**src/hw/rtl/cal_pkg.sv**
```systemverilog
package cal_pkg;

   localparam int SOURCE_ENTRIES = 64;
   localparam int IDX_W          = $clog2(SOURCE_ENTRIES);
   localparam int ADDR_W         = 32;
   localparam int COUNT_W        = 16;
   localparam int TOTAL_W        = 17;
   localparam int ENTRY_W        = ADDR_W + COUNT_W;
   localparam int CSR_INDEX_W    = 1;

   localparam logic [TOTAL_W-1:0] GLOBAL_MAX = {TOTAL_W{1'b1}};
   localparam logic [COUNT_W-1:0] COUNT_MAX  = {COUNT_W{1'b1}};

   localparam logic [CSR_INDEX_W-1:0] REG_MAX_TOTAL      = 1'b0;
   localparam logic [CSR_INDEX_W-1:0] REG_MAX_PER_SOURCE = 1'b1;

   localparam logic KIND_OPEN  = 1'b0;
   localparam logic KIND_CLOSE = 1'b1;

   typedef struct packed {
      logic              kind;
      logic [ADDR_W-1:0] source_address;
      logic              has_context;
   } req_type;

   typedef struct packed {
      logic               admitted;
      logic               table_full;
      logic [TOTAL_W-1:0] total_open;
   } rsp_type;

   typedef struct packed {
      logic [COUNT_W-1:0] max_total;
      logic [COUNT_W-1:0] max_per_source;
   } cfg_type;

endpackage

```
**src/hw/rtl/cal_entry_ram.sv**
```systemverilog
module cal_entry_ram #(
   parameter int WIDTH = 48,
   parameter int DEPTH = 64
) (
   input  logic                     clock,
   input  logic                     wr_en,
   input  logic [$clog2(DEPTH)-1:0] wr_addr,
   input  logic [WIDTH-1:0]         wr_data,
   input  logic [$clog2(DEPTH)-1:0] rd_addr,
   output logic [WIDTH-1:0]         rd_data
);

   logic [WIDTH-1:0] mem [DEPTH];
   logic [WIDTH-1:0] rd_data_ff;

   always_ff @(posedge clock) begin
      if (wr_en) begin
         mem[wr_addr] <= wr_data;
      end
      rd_data_ff <= mem[rd_addr];
   end

   assign rd_data = rd_data_ff;

endmodule

```
**src/hw/rtl/cal_ctrl.sv**
```systemverilog
module cal_ctrl (
   input  logic                              clock,
   input  logic                              reset,
   input  logic                              start,
   output logic                              busy,
   input  cal_pkg::req_type                  req,
   output logic                              rsp_valid,
   output cal_pkg::rsp_type                  rsp,
   input  cal_pkg::cfg_type                  cfg,
   output logic                              ram_wr_en,
   output logic [cal_pkg::IDX_W-1:0]         ram_wr_addr,
   output logic [cal_pkg::ENTRY_W-1:0]       ram_wr_data,
   output logic [cal_pkg::IDX_W-1:0]         ram_rd_addr,
   input  logic [cal_pkg::ENTRY_W-1:0]       ram_rd_data
);
   import cal_pkg::*;

   typedef enum logic [3:0] {
      S_IDLE   = 4'b0001,
      S_EVAL   = 4'b0010,
      S_SCAN   = 4'b0100,
      S_UPDATE = 4'b1000
   } state_type;

   state_type                 state_ff, state_in;
   req_type                   item_ff, item_in;
   logic [TOTAL_W-1:0]        gc_ff, gc_in;
   logic [SOURCE_ENTRIES-1:0] valid_ff, valid_in;
   logic [IDX_W:0]            issue_ff, issue_in;
   logic                      cmp_vld_ff, cmp_vld_in;
   logic [IDX_W-1:0]          cmp_idx_ff, cmp_idx_in;
   logic                      free_ok_ff, free_ok_in;
   logic [IDX_W-1:0]          free_idx_ff, free_idx_in;
   logic                      hit_ff, hit_in;
   logic [IDX_W-1:0]          hit_idx_ff, hit_idx_in;
   logic [COUNT_W-1:0]        hit_cnt_ff, hit_cnt_in;
   logic                      rsp_valid_ff, rsp_valid_in;
   rsp_type                   rsp_ff, rsp_in;

   logic [ADDR_W-1:0]  rd_addr_field;
   logic [COUNT_W-1:0] rd_cnt_field;
   logic [TOTAL_W-1:0] gc_up;
   logic [COUNT_W-1:0] cnt_next;
   logic               cmp_hit;
   logic               accept;

   assign rd_addr_field = ram_rd_data[ENTRY_W-1 -: ADDR_W];
   assign rd_cnt_field  = ram_rd_data[COUNT_W-1:0];
   assign gc_up         = (gc_ff < GLOBAL_MAX) ? gc_ff + 1'b1 : gc_ff;
   assign accept        = start && !busy;
   assign ram_rd_addr   = issue_ff[IDX_W-1:0];

   // shared compare: stored address against the item's source
   assign cmp_hit = cmp_vld_ff && valid_ff[cmp_idx_ff]
                    && (rd_addr_field == item_ff.source_address);

   // saturating step of the selected source counter
   always_comb begin
      if (item_ff.kind == KIND_OPEN) begin
         cnt_next = (hit_cnt_ff < COUNT_MAX) ? hit_cnt_ff + 1'b1 : hit_cnt_ff;
      end else begin
         cnt_next = (hit_cnt_ff != '0) ? hit_cnt_ff - 1'b1 : hit_cnt_ff;
      end
   end

   always_comb begin
      state_in     = state_ff;
      item_in      = item_ff;
      gc_in        = gc_ff;
      valid_in     = valid_ff;
      issue_in     = issue_ff;
      cmp_vld_in   = 1'b0;
      cmp_idx_in   = issue_ff[IDX_W-1:0];
      free_ok_in   = free_ok_ff;
      free_idx_in  = free_idx_ff;
      hit_in       = hit_ff;
      hit_idx_in   = hit_idx_ff;
      hit_cnt_in   = hit_cnt_ff;
      rsp_valid_in = 1'b0;
      rsp_in       = rsp_ff;
      ram_wr_en    = 1'b0;
      ram_wr_addr  = hit_idx_ff;
      ram_wr_data  = {item_ff.source_address, cnt_next};

      case (state_ff)
         S_IDLE: begin
            if (accept) begin
               item_in  = req;
               state_in = S_EVAL;
            end
         end
         S_EVAL: begin
            issue_in   = '0;
            free_ok_in = 1'b0;
            hit_in     = 1'b0;
            if (item_ff.kind == KIND_OPEN) begin
               gc_in = gc_up;
               if (gc_up > {1'b0, cfg.max_total}) begin
                  rsp_valid_in = 1'b1;
                  rsp_in       = '{admitted: 1'b0, table_full: 1'b0, total_open: gc_up};
                  state_in     = S_IDLE;
               end else if (cfg.max_per_source == '0) begin
                  rsp_valid_in = 1'b1;
                  rsp_in       = '{admitted: 1'b1, table_full: 1'b0, total_open: gc_up};
                  state_in     = S_IDLE;
               end else begin
                  state_in = S_SCAN;
               end
            end else if (item_ff.has_context) begin
               gc_in = (gc_ff != '0) ? gc_ff - 1'b1 : gc_ff;
               if (cfg.max_per_source == '0) begin
                  rsp_valid_in = 1'b1;
                  rsp_in       = '{admitted: 1'b0, table_full: 1'b0, total_open: gc_in};
                  state_in     = S_IDLE;
               end else begin
                  state_in = S_SCAN;
               end
            end else begin
               rsp_valid_in = 1'b1;
               rsp_in       = '{admitted: 1'b0, table_full: 1'b0, total_open: gc_ff};
               state_in     = S_IDLE;
            end
         end
         S_SCAN: begin
            if (issue_ff < (IDX_W+1)'(SOURCE_ENTRIES)) begin
               issue_in   = issue_ff + 1'b1;
               cmp_vld_in = 1'b1;
            end
            if (cmp_hit) begin
               hit_in     = 1'b1;
               hit_idx_in = cmp_idx_ff;
               hit_cnt_in = rd_cnt_field;
               state_in   = S_UPDATE;
            end else if (cmp_vld_ff) begin
               if (!valid_ff[cmp_idx_ff] && !free_ok_ff) begin
                  free_ok_in  = 1'b1;
                  free_idx_in = cmp_idx_ff;
               end
               if (cmp_idx_ff == IDX_W'(SOURCE_ENTRIES - 1)) begin
                  state_in = S_UPDATE;
               end
            end
         end
         S_UPDATE: begin
            rsp_valid_in = 1'b1;
            state_in     = S_IDLE;
            rsp_in       = '{admitted: 1'b0, table_full: 1'b0, total_open: gc_ff};
            if (item_ff.kind == KIND_OPEN) begin
               if (hit_ff) begin
                  ram_wr_en       = 1'b1;
                  rsp_in.admitted = (cnt_next <= cfg.max_per_source);
               end else if (free_ok_ff) begin
                  ram_wr_en             = 1'b1;
                  ram_wr_addr           = free_idx_ff;
                  ram_wr_data           = {item_ff.source_address, COUNT_W'(1)};
                  valid_in[free_idx_ff] = 1'b1;
                  rsp_in.admitted       = 1'b1;
               end else begin
                  rsp_in.table_full = 1'b1;
               end
            end else if (hit_ff) begin
               ram_wr_en = 1'b1;
               if (cnt_next == '0) begin
                  valid_in[hit_idx_ff] = 1'b0;
               end
            end
         end
         default: begin
            state_in = S_IDLE;
         end
      endcase
   end

   always_ff @(posedge clock) begin
      if (reset) begin
         state_ff     <= S_IDLE;
         gc_ff        <= '0;
         valid_ff     <= '0;
         rsp_valid_ff <= 1'b0;
         cmp_vld_ff   <= 1'b0;
      end else begin
         state_ff     <= state_in;
         gc_ff        <= gc_in;
         valid_ff     <= valid_in;
         rsp_valid_ff <= rsp_valid_in;
         cmp_vld_ff   <= cmp_vld_in;
      end
   end

   always_ff @(posedge clock) begin
      item_ff     <= item_in;
      issue_ff    <= issue_in;
      cmp_idx_ff  <= cmp_idx_in;
      free_ok_ff  <= free_ok_in;
      free_idx_ff <= free_idx_in;
      hit_ff      <= hit_in;
      hit_idx_ff  <= hit_idx_in;
      hit_cnt_ff  <= hit_cnt_in;
      rsp_ff      <= rsp_in;
   end

   assign busy      = (state_ff != S_IDLE);
   assign rsp_valid = rsp_valid_ff;
   assign rsp       = rsp_ff;

endmodule

```
**src/hw/rtl/connection_admission_limiter_unit.sv**
```systemverilog
// channel   direction  handshake                 word
// req_      in         start high, busy low      kind, source_address, has_context
// rsp_      out        rsp_valid, one cycle      admitted, table_full, total_open
// csr_      in         csr_valid and csr_ready   csr_index, csr_data
//
// an item that skips the source table (global reject, per-source limit off, close
// without context) shows its word straight from the evaluate state; one that walks the
// table reads one entry of the entry ram per cycle until its source is found or the
// last entry is compared, then updates the entry and shows its word
// busy drops in the cycle the word is shown, so the next start can follow at once
// reset clears the global count and valid bits at once; the receiver cannot stall
module connection_admission_limiter_unit (
   input  logic                             clock,
   input  logic                             reset,
   input  logic                             start,
   output logic                             busy,
   input  cal_pkg::req_type                 req,
   output logic                             rsp_valid,
   output cal_pkg::rsp_type                 rsp,
   input  logic                             csr_valid,
   output logic                             csr_ready,
   input  logic [cal_pkg::CSR_INDEX_W-1:0]  csr_index,
   input  logic [cal_pkg::COUNT_W-1:0]      csr_data
);
   import cal_pkg::*;

   cfg_type              cfg_ff, cfg_in;
   logic                 ram_wr_en;
   logic [IDX_W-1:0]     ram_wr_addr;
   logic [ENTRY_W-1:0]   ram_wr_data;
   logic [IDX_W-1:0]     ram_rd_addr;
   logic [ENTRY_W-1:0]   ram_rd_data;

   assign csr_ready = 1'b1;

   always_comb begin
      cfg_in = cfg_ff;
      if (csr_valid) begin
         case (csr_index)
            REG_MAX_TOTAL:      cfg_in.max_total      = csr_data;
            REG_MAX_PER_SOURCE: cfg_in.max_per_source = csr_data;
            default:            cfg_in = cfg_ff;
         endcase
      end
   end

   always_ff @(posedge clock) begin
      if (reset) begin
         cfg_ff.max_total      <= COUNT_MAX;
         cfg_ff.max_per_source <= '0;
      end else begin
         cfg_ff <= cfg_in;
      end
   end

   cal_ctrl u_ctrl (
      .clock       (clock),
      .reset       (reset),
      .start       (start),
      .busy        (busy),
      .req         (req),
      .rsp_valid   (rsp_valid),
      .rsp         (rsp),
      .cfg         (cfg_ff),
      .ram_wr_en   (ram_wr_en),
      .ram_wr_addr (ram_wr_addr),
      .ram_wr_data (ram_wr_data),
      .ram_rd_addr (ram_rd_addr),
      .ram_rd_data (ram_rd_data)
   );

   cal_entry_ram #(
      .WIDTH (ENTRY_W),
      .DEPTH (SOURCE_ENTRIES)
   ) u_entry_ram (
      .clock   (clock),
      .wr_en   (ram_wr_en),
      .wr_addr (ram_wr_addr),
      .wr_data (ram_wr_data),
      .rd_addr (ram_rd_addr),
      .rd_data (ram_rd_data)
   );

endmodule

```
**config.mk**
```make
export PLATFORM = sky130hd
export DESIGN_NAME = connection_admission_limiter_unit
export DESIGN_NICKNAME = d
export VERILOG_FILES = /design/src/hw/rtl/cal_pkg.sv /design/src/hw/rtl/cal_entry_ram.sv /design/src/hw/rtl/cal_ctrl.sv /design/src/hw/rtl/connection_admission_limiter_unit.sv
export SDC_FILE = /design/constraint.sdc
export NUM_CORES = 2
export LEC_CHECK = 0
export BUFFER_PORTS_ARGS = -buffer_cell sky130_fd_sc_hd__buf_2
export CAP_MARGIN = 20
export CORE_ASPECT_RATIO = 1.25
export CORE_UTILIZATION = 60
export DETAILED_ROUTE_END_ITERATION = 12
export HOLD_SLACK_MARGIN = 0.02
export PLACE_DENSITY = 0.83
export REMOVE_ABC_BUFFERS = 1
export SLEW_MARGIN = 0
export SYNTH_ARGS = -nofsm -noshare
export SYNTH_HDL_FRONTEND = slang
export SYNTH_SLANG_ARGS = --single-unit
export TNS_END_PERCENT = 5
```
**constraint.sdc**
```tcl
create_clock -name clock -period 14.4 [get_ports clock]
set_input_delay 1.44 -clock clock [delete_from_list [all_inputs] [get_ports clock]]
set_output_delay 1.44 -clock clock [all_outputs]
set_load 0.02 [all_outputs]
```
==> results.json <==
{
  "status": "finished, final reports clean",
  "grt-ovfl-total": 0,
  "holdWs_ps": 405.0,
  "ys_ff_latch": 3335,
  "antenna_left": 0,
  "worstMarginPinSlew_ps": 1206,
  "clock_path_buffers": 4,
  "slew_viol_final": 0,
  "routed.top_layer": "met5",
  "cts_setup_buffers": 0,
  "io_pins": 77,
  "finClkSkew_ps": 46.45,
  "netlist_area_um2": 129300,
  "route.met3.wl_um": 54090,
  "fin_crit_sh_pct": 41.69,
  "wire_per_inst_um": 44.18,
  "cp_max_fo": 57,
  "antenna_found_initial": 39,
  "cellLeakagePower_uw": 0.04567,
  "yosys.area.top_type": "edfxtp_1",
  "dr_total_vias": 70040,
  "grt_pass1_vias": 68340,
  "drc": 0,
  "drt-vias-per-instance": 7.620,
  "drt-total-wl_um": 406100,
  "nNetsFinal": 6120,
  "holdCritPathClass": "flip-flop to flip-flop",
  "relSlewSlack_pct": 19.63,
  "multi_input_area_um2": 29900,
  "arrival_ps": 6510,
  "coreArea_um2": 214200,
  "cts_made_buffers": 314,
  "gp_congestion": 0.9183,
  "rows": 190,
  "p_total_uw": 19780,
  "post-dp-hpwl_um": 202800,
  "io_buffers": 75,
  "critPathLaunchType": "flip-flop",
  "synthFlopType": "edfxtp_1",
  "path_class": "flip-flop to flip-flop",
  "syn_to_final_growth_pct": 11.83,
  "max-cap-violations": 0,
  "insertion_delay_ps": 900,
  "clockRootBuffer": "clkbuf_16",
  "htree_levels": 5,
  "powerDensity_nw_per_um2": 136.9,
  "vdd_drop_max_mv": 0.1168,
  "period_minus_slack_ps": 6003,
  "layout-drive-gt1-share_pct": 29.58,
  "ys_seq_area_share_pct": 76.14,
  "finalHoldViolations": 0,
  "async_flop_share_pct": 0,
  "setup_ws_ps": 8397,
  "grt_pass1_wl_um": 558800,
  "worstPathRequired_ps": 14910,
  "synthTopCellsByArea": "edfxtp_1, mux4_2, dfxtp_1",
  "netlist.area_leader.share_pct": 73.46,
  "cts_tree": "built",
  "synth_edf_count": 3162,
  "avgSynthCellArea_um2": 22.40,
  "place_ws_ps": 8804,
  "netlist_instances": 5771,
  "chipHeight_um": 520.9,
  "dr.pass1.iters": 8,
  "fillers": 11810,
  "cts_hold_buf": 0,
  "met2_length_um": 193300,
  "cts-resized-gates": 0,
  "clk_pin_slew_ps": 70,
  "grt_max_degree": 150,
  "end_kind": "flip-flop",
  "ys_warn_count": 0,
  "die_w_um": 417.1,
  "start_util_pct": 60.34,
  "cts_sinks": 3335,
  "synth_cell_type_count": 75,
  "max_clock_freq_mhz": 166.6,
  "grt_usage_pct": 37.50,
  "register_area_um2": 98410,
  "setup_viol_count_final": 0,
  "drt_iter0_markers": 13050,
  "dieArea_um2": 217300,
  "rsz0062_at_grt": "false",
  "wl_met1_um": 120800
}
[worst paths after layout]
check	start	end	cells past startpoint	slack, ps
worst min-delay path	u_entry_ram.rd_data[8]$_DFF_P_	u_ctrl.hit_cnt_ff[8]$_DFFE_PP_	0	410
worst max-delay path	u_ctrl.item_ff[33]$_DFFE_PP_	u_entry_ram.mem[31][20]$_DFFE_PP_	9	8400
worst min register to register	u_entry_ram.rd_data[8]$_DFF_P_	u_ctrl.hit_cnt_ff[8]$_DFFE_PP_	0	410
worst max register to register	u_ctrl.item_ff[33]$_DFFE_PP_	u_entry_ram.mem[31][20]$_DFFE_PP_	9	8400
[cell families (layout without fill, tap and decap cells)]
| group | count (synthesis) | after routing | synth area share, % |
|---|---|---|---|
| DFF | 3335 | 3335 | 76.14 |
| muxes | 1037 | 1037 | 17.99 |
| and+or+nand+nor | 605 | 605 | 2.371 |
| buffers and inverters | 371 | 875 | 1.115 |
| AOI/OAI and AO/OA | 311 | 311 | 1.514 |
| xor gates and xnor gates | 73 | 73 | 0.4947 |
| adders and majority gates | 38 | 38 | 0.3679 |
| other | 1 | 38 | 0.002901 |
[routing by layer]
metal | up-vias | global-route usage (%)
met5 | - | 0
met4 | 28 | 27.21
met3 | 1695 | 9.828
met2 | 7774 | 58.73
met1 | 35630 | 45.59
li1 | 24910 | -
[cell usage in the layout (no fill, tap or decap), types with 37 or more instances in the layout]
cell	n
a21o_1	37
a21oi_1	104
buf_2	76
buf_4	171
clkbuf_1	55
clkbuf_16	324
clkinv_1	44
clkinv_2	49
dfxtp_1	173
diode_2	37
edfxtp_1	3162
ha_1	38
inv_1	44
mux4_2	1029
nand2_1	150
nand3_1	42
nor2_1	105
nor2_4	65
o21ai_0	69
xnor2_1	51
[power breakdown]
part           internal [uW]  switching (uW)  leakage [uW]
Combinational            137             344        0.0108
Sequential             10600            19.4        0.0298
Clock                   4800            3870       0.00503
Total                  15500            4240        0.0457
[cell type report]
class	instances	area share (%)
Sequential cell	3335	68.09
Antenna cell	37	0.06406
Multi-Input combinational cell	2065	20.69
Tap cell	2880	2.493
Clock inverter	163	1.199
Clock buffer	401	5.950
Timing Repair Buffer	265	1.398
Inverter	46	0.1203
[per-stage QoR]
stage / area, um2 / cells / util, % / TNS [ps]
floorplan: 128000 / 5446 / - / -944990
global route: 144500 / 9177 / 67.46 / 0
finish: 144500 / 9192 / 67.48 / 0
global placement: 133900 / 8579 / 62.52 / 0
detailed placement: 134000 / 8582 / 62.54 / 0
CTS: 144300 / 9146 / 67.37 / 0
[synthesized netlist by cell type, drive strengths merged, types with 7 or more instances]
master and instances:
nor2b 29, and3 17, nor4b 7, nand4 34
dfxtp 173, or4 10, inv 46, and2 27
nand2b 15, xor2 22, o211a 7, edfxtp 3162
nor2 171, nand3 43, o31ai 11, o21bai 15
nor4 25, o21a 12, clkbuf 240, a21o 37
mux2i 8, o21ai 71, o211ai 10, mux4 1029
or2 8, o32ai 7, buf 85, ha 38
nand2 150, a21oi 104, xnor2 51, nor3 30
or3 11
[state kept, by name (all words and copies together), names as in the netlist]
name / cells
u_ctrl.rsp_valid: 1
u_ctrl.hit_ff: 1
cfg_ff: 32
u_ctrl.cmp_idx_ff: 6
u_ctrl.issue_ff: 7
u_ctrl.rsp: 19
u_ctrl.valid_ff: 64
u_ctrl.gc_ff: 17
u_ctrl.cmp_vld_ff: 1
u_ctrl.free_idx_ff: 6
u_entry_ram.rd_data: 48
u_ctrl.item_ff: 34
u_ctrl.free_ok_ff: 1
u_entry_ram.mem: 3072
u_ctrl.hit_cnt_ff: 16
u_ctrl.state_ff: 4
u_ctrl.hit_idx_ff: 6
[worst max-delay path, stage by stage (launching register included)]
cell      delay (ps)
edfxtp_1         400
buf_4            310
inv_1            150
buf_4            360
and3_1          1000
nand3_1          290
o21ai_0          420
nand3_1          790
nor2_4          1140
buf_4            640
No activity file was read; power rests on OpenSTA's default activity.
